File: config.mk
export PLATFORM = sky130hd
export DESIGN_NAME = fused_four_operand_fp32_adder
export DESIGN_NICKNAME = d
export VERILOG_FILES = /design/src/rtl/ffa_pkg.sv /design/src/rtl/ffa_align.sv /design/src/rtl/ffa_norm.sv /design/src/rtl/fused_four_operand_fp32_adder.sv
export SDC_FILE = /design/constraint.sdc
export NUM_CORES = 2
export LEC_CHECK = 0
export BUFFER_PORTS_ARGS = -buffer_cell sky130_fd_sc_hd__buf_2
export CORE_ASPECT_RATIO = 2
export CORE_UTILIZATION = 49
export DETAILED_ROUTE_END_ITERATION = 6
export HOLD_SLACK_MARGIN = 0.1
export PLACE_DENSITY = 0.78
export SKIP_LAST_GASP = 1
export SYNTH_ARGS = -nofsm -noshare
export SYNTH_HDL_FRONTEND = slang
export SYNTH_SLANG_ARGS = --single-unit
File: constraint.sdc
create_clock -name clk -period 21.7 [get_ports clk]
set_clock_uncertainty 0.05 [all_clocks]
set_input_delay 3.255 -clock clk [delete_from_list [all_inputs] [get_ports clk]]
set_output_delay 3.255 -clock clk [all_outputs]
set_load 0.02 [all_outputs]
File: src/rtl/ffa_pkg.sv
package ffa_pkg;

  localparam logic [31:0] QNAN_BITS  = 32'h7FC00000;
  localparam logic [31:0] PINF_BITS  = 32'h7F800000;
  localparam logic [31:0] NINF_BITS  = 32'h7F800000 | 32'h80000000;
  localparam logic [22:0] FRAC_MASK  = 23'h7FFFFF;
  localparam logic [23:0] HIDDEN_BIT = 24'h800000;
  localparam logic [7:0]  EXP_MASK   = 8'hFF;

  // special-case code carried down the pipe
  localparam logic [1:0] SPC_NONE = 2'd0;
  localparam logic [1:0] SPC_QNAN = 2'd1;
  localparam logic [1:0] SPC_PINF = 2'd2;
  localparam logic [1:0] SPC_NINF = 2'd3;

  // stage 1 -> stage 2: aligned operands
  typedef struct packed {
    logic [1:0]        spc;
    logic              any;
    logic              rsign;
    logic [7:0]        top;
    logic [3:0]        neg;
    logic [3:0][26:0]  al;
    logic [1:0]        merged; // 0 none, 1 plus, 2 minus
  } ffa_align_t;

  // stage 2 -> stage 3: signed sum
  typedef struct packed {
    logic [1:0]  spc;
    logic        any;
    logic        rsign;
    logic [7:0]  top;
    logic [30:0] acc;
  } ffa_sum_t;

endpackage

File: src/rtl/ffa_align.sv
module ffa_align (
  input  logic [31:0]        operand_a,
  input  logic [31:0]        operand_b,
  input  logic [31:0]        operand_c,
  input  logic [31:0]        operand_d,
  output ffa_pkg::ffa_align_t align
);

  logic [3:0][31:0] w;
  logic [3:0][7:0]  ex;
  logic [3:0]       sg;
  logic [3:0]       nz;
  logic [3:0][23:0] mn;
  logic             nan, pinf, ninf;
  logic [7:0]       top;
  logic [1:0]       ref_i;
  logic             any;
  logic [3:0]       lost;
  logic             pos, neg;
  logic [7:0]       sh;
  logic [26:0]      m3;

  function automatic logic [23:0] HIDDEN_BIT_F(input logic [22:0] f);
    HIDDEN_BIT_F = ffa_pkg::HIDDEN_BIT | {1'b0, f};
  endfunction

  assign w = {operand_d, operand_c, operand_b, operand_a};

  // classify operands and pick the reference
  always_comb begin
    nan = 1'b0; pinf = 1'b0; ninf = 1'b0;
    top = 8'd0; ref_i = 2'd0; any = 1'b0;
    for (int i = 0; i < 4; i++) begin
      ex[i] = w[i][30:23];
      sg[i] = w[i][31];
      nz[i] = (ex[i] != 8'd0);
      mn[i] = nz[i] ? (HIDDEN_BIT_F(w[i][22:0])) : 24'd0;
      if (ex[i] == ffa_pkg::EXP_MASK) begin
        if (w[i][22:0] != 23'd0) nan = 1'b1;
        else if (sg[i]) ninf = 1'b1;
        else pinf = 1'b1;
      end
      if (nz[i] && (!any || ex[i] > top)) begin
        top = ex[i]; ref_i = 2'(i); any = 1'b1;
      end
    end
  end

  // align to the largest exponent, collect sticky per side
  always_comb begin
    align = '0;
    pos = 1'b0; neg = 1'b0;
    lost = '0;
    for (int i = 0; i < 4; i++) begin
      sh = top - ex[i];
      m3 = {mn[i], 3'b000};
      if (!nz[i]) begin
        align.al[i] = 27'd0;
      end else if (sh >= 8'd27) begin
        align.al[i] = 27'd0;
        lost[i] = 1'b1;
      end else begin
        align.al[i] = m3 >> sh[4:0];
        lost[i] = (m3 & ~(27'h7FFFFFF << sh[4:0])) != 27'd0;
      end
      align.neg[i] = nz[i] && (sg[i] != sg[ref_i]);
      if (lost[i] && 2'(i) != ref_i) begin
        if (sg[i] == sg[ref_i]) pos = 1'b1;
        else neg = 1'b1;
      end
    end
    align.merged = (pos && !neg) ? 2'd1 : ((neg && !pos) ? 2'd2 : 2'd0);
    if (nan || (pinf && ninf)) align.spc = ffa_pkg::SPC_QNAN;
    else if (pinf) align.spc = ffa_pkg::SPC_PINF;
    else if (ninf) align.spc = ffa_pkg::SPC_NINF;
    else align.spc = ffa_pkg::SPC_NONE;
    align.any = any;
    align.rsign = sg[ref_i];
    align.top = top;
  end

endmodule

File: src/rtl/ffa_norm.sv
module ffa_norm (
  input  ffa_pkg::ffa_sum_t s,
  output logic [31:0]       sum_bits
);

  logic        neg;
  logic        rsign;
  logic [29:0] mag;
  logic [29:0] m;
  logic [4:0]  msb;
  logic [4:0]  lshift;
  logic [9:0]  rexp;
  logic [3:0]  low;
  logic [24:0] sig;

  // take magnitude, normalize to bit 27, round to nearest even
  always_comb begin
    neg = s.acc[30];
    rsign = s.rsign ^ neg;
    mag = neg ? 30'(-s.acc) : s.acc[29:0];
    msb = 5'd0;
    for (int b = 0; b < 30; b++) if (mag[b]) msb = 5'(b);
    rexp = {2'b00, s.top};
    m = mag;
    lshift = 5'd0;
    if (msb == 5'd29) begin
      m = {2'b00, mag[29:2]} | {29'd0, |mag[1:0]};
      rexp = rexp + 10'd2;
    end else if (msb == 5'd28) begin
      m = {1'b0, mag[29:1]} | {29'd0, mag[0]};
      rexp = rexp + 10'd1;
    end else if (msb < 5'd27) begin
      lshift = 5'd27 - msb;
      m = mag << lshift;
      rexp = rexp - {5'd0, lshift};
      if (lshift >= 5'd4) m[lshift] = 1'b0;
    end
    low = m[3:0];
    sig = {1'b0, m[27:4]};
    if (low > 4'd8 || (low == 4'd8 && sig[0])) sig = sig + 25'd1;
    if (sig[24]) begin
      sig = sig >> 1;
      rexp = rexp + 10'd1;
    end
    if (s.spc == ffa_pkg::SPC_QNAN) sum_bits = ffa_pkg::QNAN_BITS;
    else if (s.spc == ffa_pkg::SPC_PINF) sum_bits = ffa_pkg::PINF_BITS;
    else if (s.spc == ffa_pkg::SPC_NINF) sum_bits = ffa_pkg::NINF_BITS;
    else if (!s.any || s.acc == 31'd0) sum_bits = 32'd0;
    else if (rexp[9] || rexp == 10'd0) sum_bits = 32'd0;
    else if (rexp >= 10'd255) sum_bits = {rsign, 31'h7F800000};
    else sum_bits = {rsign, rexp[7:0], sig[22:0] & ffa_pkg::FRAC_MASK};
  end

endmodule

File: src/rtl/fused_four_operand_fp32_adder.sv
// Pipeline stages from input transaction to result: align, sum, normalize, output.
// Throughput: one transaction per cycle; the pipeline stalls as a whole only
// when the output register is full and out_ready is low.
// Reset: rst_n synchronous active low clears all stage valid bits; payload
// registers are not reset.
module fused_four_operand_fp32_adder (
  input  logic        clk,
  input  logic        rst_n,
  input  logic        in_valid,
  output logic        in_ready,
  input  logic [31:0] in_operand_a,
  input  logic [31:0] in_operand_b,
  input  logic [31:0] in_operand_c,
  input  logic [31:0] in_operand_d,
  output logic        out_valid,
  input  logic        out_ready,
  output logic [31:0] out_sum_bits
);

  logic                v1_r, v2_r, v3_r, v4_r;
  logic [3:0][31:0]    op_r;
  ffa_pkg::ffa_align_t al_nxt, al_r;
  ffa_pkg::ffa_sum_t   sm_nxt, sm_r;
  logic [31:0]         res_nxt, res_r;
  logic                adv;

  // whole pipe moves when the output slot is free or being taken
  assign adv = !v4_r || out_ready;
  assign in_ready = adv;
  assign out_valid = v4_r;
  assign out_sum_bits = res_r;

  ffa_align u_align (
    .operand_a(op_r[0]), .operand_b(op_r[1]),
    .operand_c(op_r[2]), .operand_d(op_r[3]),
    .align(al_nxt)
  );

  // signed sum about the reference sign
  always_comb begin
    logic signed [30:0] acc;
    acc = '0;
    for (int i = 0; i < 4; i++) begin
      if (al_r.neg[i]) acc = acc - $signed({3'b000, al_r.al[i], 1'b0});
      else acc = acc + $signed({3'b000, al_r.al[i], 1'b0});
    end
    if (al_r.merged == 2'd1) acc = acc + 31'sd1;
    else if (al_r.merged == 2'd2) acc = acc - 31'sd1;
    sm_nxt.spc = al_r.spc;
    sm_nxt.any = al_r.any;
    sm_nxt.rsign = al_r.rsign;
    sm_nxt.top = al_r.top;
    sm_nxt.acc = acc;
  end

  ffa_norm u_norm (.s(sm_r), .sum_bits(res_nxt));

  // advance valid bits
  always_ff @(posedge clk) begin
    if (!rst_n) begin
      v1_r <= 1'b0; v2_r <= 1'b0; v3_r <= 1'b0; v4_r <= 1'b0;
    end else if (adv) begin
      v1_r <= in_valid; v2_r <= v1_r; v3_r <= v2_r; v4_r <= v3_r;
    end
  end

  // advance payload
  always_ff @(posedge clk) begin
    if (adv) begin
      op_r  <= {in_operand_d, in_operand_c, in_operand_b, in_operand_a};
      al_r  <= al_nxt;
      sm_r  <= sm_nxt;
      res_r <= res_nxt;
    end
  end

  a_hold: assert property (@(posedge clk) disable iff (!rst_n)
    out_valid && !out_ready |=> out_valid && $stable(out_sum_bits))
    else $error("result dropped under stall");
  a_ready: assert property (@(posedge clk) disable iff (!rst_n)
    !in_ready |-> out_valid)
    else $error("stall without pending result");
  a_flow: assert property (@(posedge clk) disable iff (!rst_n)
    in_valid && in_ready |=> v1_r)
    else $error("accepted transaction lost");

endmodule
# Word-level counts from Yosys, hierarchy flattened

Index checks and enable logic that the tools add are counted.

Bits of input ports: 132
Word-level logic and storage cells: 292
Flip-flop bits (word level): 333
Output and inout port bits: 34

Reductions and logical operators: 54
Bitwise logic cells: 17
Magnitude comparators: 14
Shift operators: 9
Equal/unequal tests: 23
Mux-type cells: 128
Add/sub/neg operators: 20

Operators by type and width:

| operator                                                           | number |
|---|---|
| two-way mux 31 bit                                                 | 7 |
| two-way mux 5 bit                                                  | 28 |
| two-way mux 28 bit                                                 | 4 |
| bitwise AND 27 bit                                                 | 4 |
| inverter 27 bit                                                    | 4 |
| nonzero test 27 bit                                                | 4 |
| left shift 27 x 5 -> 27 bit (first input constant)                 | 4 |
| right shift 27 x 5 -> 27 bit                                       | 4 |
| two-way mux 24 bit                                                 | 4 |
| two-way mux 32 bit                                                 | 3 |
| adder 31 x 29 -> 31 bit                                            | 3 |
| subtractor 31 x 29 -> 31 bit                                       | 3 |
| nonzero test 23 bit                                                | 4 |
| two-way mux 1 bit                                                  | 63 |
| OR 28 x 1 -> 28 bit                                                | 2 |
| two-way mux 23 bit                                                 | 2 |
| two-way mux 10 bit                                                 | 4 |
| equality test 8 bit (second input constant)                        | 4 |
| greater-or-equal comparator 8 x 5 -> 1 bit (second input constant) | 4 |
| two-way mux 8 bit                                                  | 4 |
| nonzero test 8 bit                                                 | 4 |
| subtractor 8 bit                                                   | 4 |
| adder 31 x 2 -> 31 bit (second input constant)                     | 1 |
| zero test 31 bit                                                   | 1 |
| 43 further kinds                                                   | 96 |

# Longest topological paths before layout

Depth after elaboration: 53
Mapped depth: 54
Gate-level depth less buffers: 52

# Hierarchy

A second synthesis with hierarchy kept.

Cells, all modules: 4,100
Area total of the unflattened synthesis: 34,381.7 sq um

By module, submodules not included:

| module                        | cells an instance | area each (sq um) | sequential area each (sq um) | times used |
|---|---|---|---|---|
| fused_four_operand_fp32_adder | 1,405             | 17,500.5          | 9,959.6                      | 1 |
| ffa_align                     | 1,518             | 9,130.0           | 0.0                          | 1 |
| ffa_norm                      | 1,177             | 7,751.2           | 0.0                          | 1 |

# Worst setup path before layout

No wires, ideal clock.

Path kind: input port to output port
From: input port out_ready
To: output port in_ready
Path slack: 5.855 ns
Cell stages on the path: 2
Arrival: 12.540 ns
Required time: 18.395 ns
Path through: nand2b_1 clkbuf_1

Word-level cells in the longest chain between the ends: 1

RTL lines:

| element          | RTL line                            | text |
|---|---|---|
| from (decl)      | fused_four_operand_fp32_adder.sv:16 | `input logic out_ready,` |
| logical OR 1 bit | fused_four_operand_fp32_adder.sv:28 | `assign adv = !v4_r \|\| out_ready;` |
| to (decl)        | fused_four_operand_fp32_adder.sv:10 | `output logic in_ready,` |

Every way passes these cells.

# Final worst setup path

From: register sm_r[0] (netlist name)
To: register res_r[22], in the netlist out_sum_bits[22], data pin

Word-level cells in the longest chain between the ends: 53

RTL lines:

| element                                                  | RTL line                            | text |
|---|---|---|
| from (decl)                                              | fused_four_operand_fp32_adder.sv:23 | `ffa_pkg::ffa_sum_t sm_nxt, sm_r;` |
| from (signal assigned)                                   | fused_four_operand_fp32_adder.sv:72 | `sm_r <= sm_nxt;` |
| branches (longest 50 deep; another with negation 30 bit) | -                                   |  |
| two-way mux 32 bit (*)                                   | ffa_norm.sv:48                      | `else if (!s.any \|\| s.acc == 31'd0) sum_bits = 32'd0;` |
| two-way mux 32 bit (*)                                   | ffa_norm.sv:47                      | `else if (s.spc == ffa_pkg::SPC_NINF) sum_bits = ffa_pkg::NINF_BITS;` |
| two-way mux 23 bit (*)                                   | ffa_norm.sv:46                      | `else if (s.spc == ffa_pkg::SPC_PINF) sum_bits = ffa_pkg::PINF_BITS;` |
| to (signal assigned)                                     | fused_four_operand_fp32_adder.sv:73 | `res_r <= res_nxt;` |
| to (decl)                                                | fused_four_operand_fp32_adder.sv:24 | `logic [31:0] res_nxt, res_r;` |

Every way passes the cells marked *.
A chain may end at the register's enable or synchronous reset.

==> flow_metrics.tcl <==
set metrics [dict create \
    fin_util_pct 53.7 \
    post_cts_resize_count 0 \
    cap_violations 1 \
    worst_setup_hold_path_clk_slew_ns 0.07 \
    post_synth_instance_area_sq_um 32100 \
    placed_area_sq_um 33700 \
    setup-tns-final_ns 0 \
    dominantRegCellSynth "edfxtp_1" \
    cp_data_required_time_ns 22.01 \
    postCtsSetupRepairBufs 0 \
    setup.worst_path.class "flop to flop" \
    post-place-cells 4677 \
    n_fill_cell 6023 \
    core_area_sq_um 64700 \
    numCtsBuffers 30 \
    finalSetupViolations 0 \
    largest_family_of_logic_cells_by_synthesized_area "compound AO/OA/AOI/OAI gates" \
    globalRoute.totalOverflow 0 \
    grt_antenna_before_repair 4 \
    route.antenna.remaining_nets 0 \
    post-route-period-util_pct 54.2 \
    grt_util_all_layers_pct 34.0 \
    synth_warn 0 \
    synth_edf_count 329 \
    min_path_type "flop to flop" \
    vias_per_cell 6.46 \
    floorplan.die_area_sq_um 66500 \
    yosys_register_bits 333 \
    chipWidth_um 183 \
    io-pin-count 166 \
    final_max_slew_viol_count 4 \
    chip_height_um 364 \
    slowest_stage "nor2_1" \
    synth-async-reset-ratio_pct 0 \
    synth_simple_gate_area_share_pct 21.3 \
    rsz_0062_raised_after_global_routing "no" \
    globalplace.congestion 1.07 \
    max_clock_freq_ghz 0.0850 \
    clock_tree.buffer_depth 3 \
    via_count_of_the_first_global_routing_pass 29500 \
    min_period_ns 11.77 \
    detailedRoute.firstPassIterationCount 7 \
    crit_path_end_kind "flop" \
    worst_hold_path.num_cells 0 \
    total_routed_wirelength_mm 114 \
    max_slew.worst_pin.slew_ns 1.51 \
    grt_pass1_wl_mm 170 \
    grt_max_degree 75 \
    worst_setup_sp_type "flop" \
    synth_nets 4082 \
    hold_buffers 0 \
    num_vias 30600 \
    timing.critical_path.fanout_max 19 \
    clock_insertion_delay_worst_skew_ns 0.62 \
    dr.first_iter.drc_count 2827 \
    layout_commonest_cell "nor2_1" \
    drc 1 \
    post_synth.cell_area_avg_sq_um 8.48 \
    tritoncts "built" \
    area_growth_pct 8.54 \
    post_synth_mux_area_share_pct 6.35 \
    report.final.hold_viol_count 0 \
    routed_wire_length_per_instance_um 24.1 \
    synthCells 3780 \
    finalInstanceArea_sq_um 34800 \
    most-common-layout-cells "nor2_1 (403), nand2_1 (372), a21oi_1 (340)" \
    cts.sinks 333 \
    placement_rows 132 \
    synth_compound_area_share_pct 21.7 \
    status "finished with violations" \
    io_buffers 165 \
    yosys.area_share.xor_xnor_pct 8.67 \
    layout-drive-gt1-share_pct 11.5 \
    crit_top_cell "nand3_1" \
    max_slew_margin_pct -1.11 \
    finalNonFillerCells 4737 \
    yosys.cell_types.count 117 \
    nNetsFinal 4141 \
    clock_tree.htree_level_count 1 \
    detailed_place_hpwl_mm 89.0 \
    adder_and_majority_cell_fraction_of_the_synthesized_area_pct 6.82 \
    start_util_pct 49.5 \
    worst-endpoint-arrival_ns 12.07 \
    worstRegToRegCells 25 \
    cts.root.buffer_cell "clkbuf_16" \
    max_stage_delay_ns 0.94 \
    violations "design-rule violations, max-capacitance violations, max-slew violations" \
    yosysSeqAreaShare_pct 31.1 \
]
-- through the flow --
stage	setup WS, ns	hold WS [ns]
finish	9.93	0.396
global route	8.99	0.411
CTS	10.08	0.394
detailed placement	10.06	0.373
global placement	10.28	0.393
floorplan	5.86	0.350
-- kinds of logic after synthesis --
logic type | after synthesis
AO/OA/AOI/OAI | 1071
XOR/XNOR | 314
adder cells (fa/ha/maj) | 170
buffers and inverters | 321
flip-flops | 333
multiplexers | 160
AND/OR/NAND/NOR | 1411
-- critical path, delay by kind of cell (launching register included) --
| kind | cells | cell delay, ns |
|---|---|---|
| and+or+nand+nor | 12 | 5.92 |
| AOI/OAI and AO/OA | 6 | 2.32 |
| adders and majority gates | 2 | 0.99 |
| muxes | 2 | 0.88 |
| DFF | 1 | 0.59 |
| buffers and inverters | 2 | 0.49 |
| xor gates and xnor gates | 1 | 0.25 |
-- final cells by class --
type / instances / area [sq um] / area share (%)
Antenna cell: 4 / 10.0 / 0.0288
Clock buffer: 41 / 862 / 2.48
Clock inverter: 14 / 181 / 0.521
Inverter: 117 / 439 / 1.26
Multi-Input combinational cell: 3126 / 20900 / 60.1
Sequential cell: 333 / 9960 / 28.6
Tap cell: 871 / 1090 / 3.13
Timing Repair Buffer: 231 / 1330 / 3.82
-- metal layers --
layer  track usage (%)  routed length, um  up-vias
met5                 0                 26        -
met4              34.5              13900        4
met3              6.12               6640      618
met2              63.3              59300     1492
met1              29.5              34400    14300
li1                  -                  -    14200
-- registers in the layout (all words and copies together) (netlist names) --
register and count:
al_r 126, op_r 128, out_sum_bits 32, out_valid 1, sm_r 43, v1_r 1, v2_r 1, v3_r 1
-- synth_stat cells, types with 11 or more instances --
library cell / instances / area share [%]
o2111ai_1: 12 / 0.33
a21oi_1: 342 / 5.3
xnor2_1: 225 / 6.1
nand3_1: 94 / 1.5
clkbuf_1: 140 / 1.6
nand2_1: 372 / 4.4
o31ai_1: 32 / 0.75
o21a_1: 18 / 0.42
a2111oi_0: 11 / 0.30
a21o_1: 49 / 1.1
nor2_1: 403 / 4.7
buf_1: 29 / 0.34
a211oi_1: 72 / 1.7
and3_1: 23 / 0.45
xor2_1: 86 / 2.3
nor4_1: 62 / 1.2
o211ai_1: 29 / 0.68
o22ai_1: 22 / 0.43
a31oi_1: 54 / 1.1
ha_1: 162 / 6.3
or4_1: 21 / 0.49
or2_2: 17 / 0.33
and2_1: 28 / 0.55
nand4_1: 38 / 0.74
o21bai_1: 17 / 0.40
a211o_1: 14 / 0.38
a221oi_1: 11 / 0.30
buf_2: 20 / 0.31
o41ai_1: 15 / 0.41
o21ai_0: 212 / 3.3
inv_1: 113 / 1.3
or3_1: 40 / 0.78
mux4_2: 31 / 2.2
nand2b_1: 44 / 0.86
nor3_1: 139 / 2.2
edfxtp_1: 329 / 31
mux2_2: 30 / 1.1
nor2b_1: 61 / 1.2
a22oi_1: 21 / 0.49
mux2i_1: 97 / 3.0
-- worst paths after layout --
check	startpoint	end	slack [ns]
worst max-delay path	sm_r[0]	out_sum_bits[22]	9.93
worst min-delay path	al_r[121]	sm_r[38]	0.40
worst max register to register	sm_r[0]	out_sum_bits[22]	9.93
worst min register to register	al_r[121]	sm_r[38]	0.40
Power is left out: the tool's default activity adds up to more than one toggle a clock period on the data nets, which glitch-free logic cannot reach.
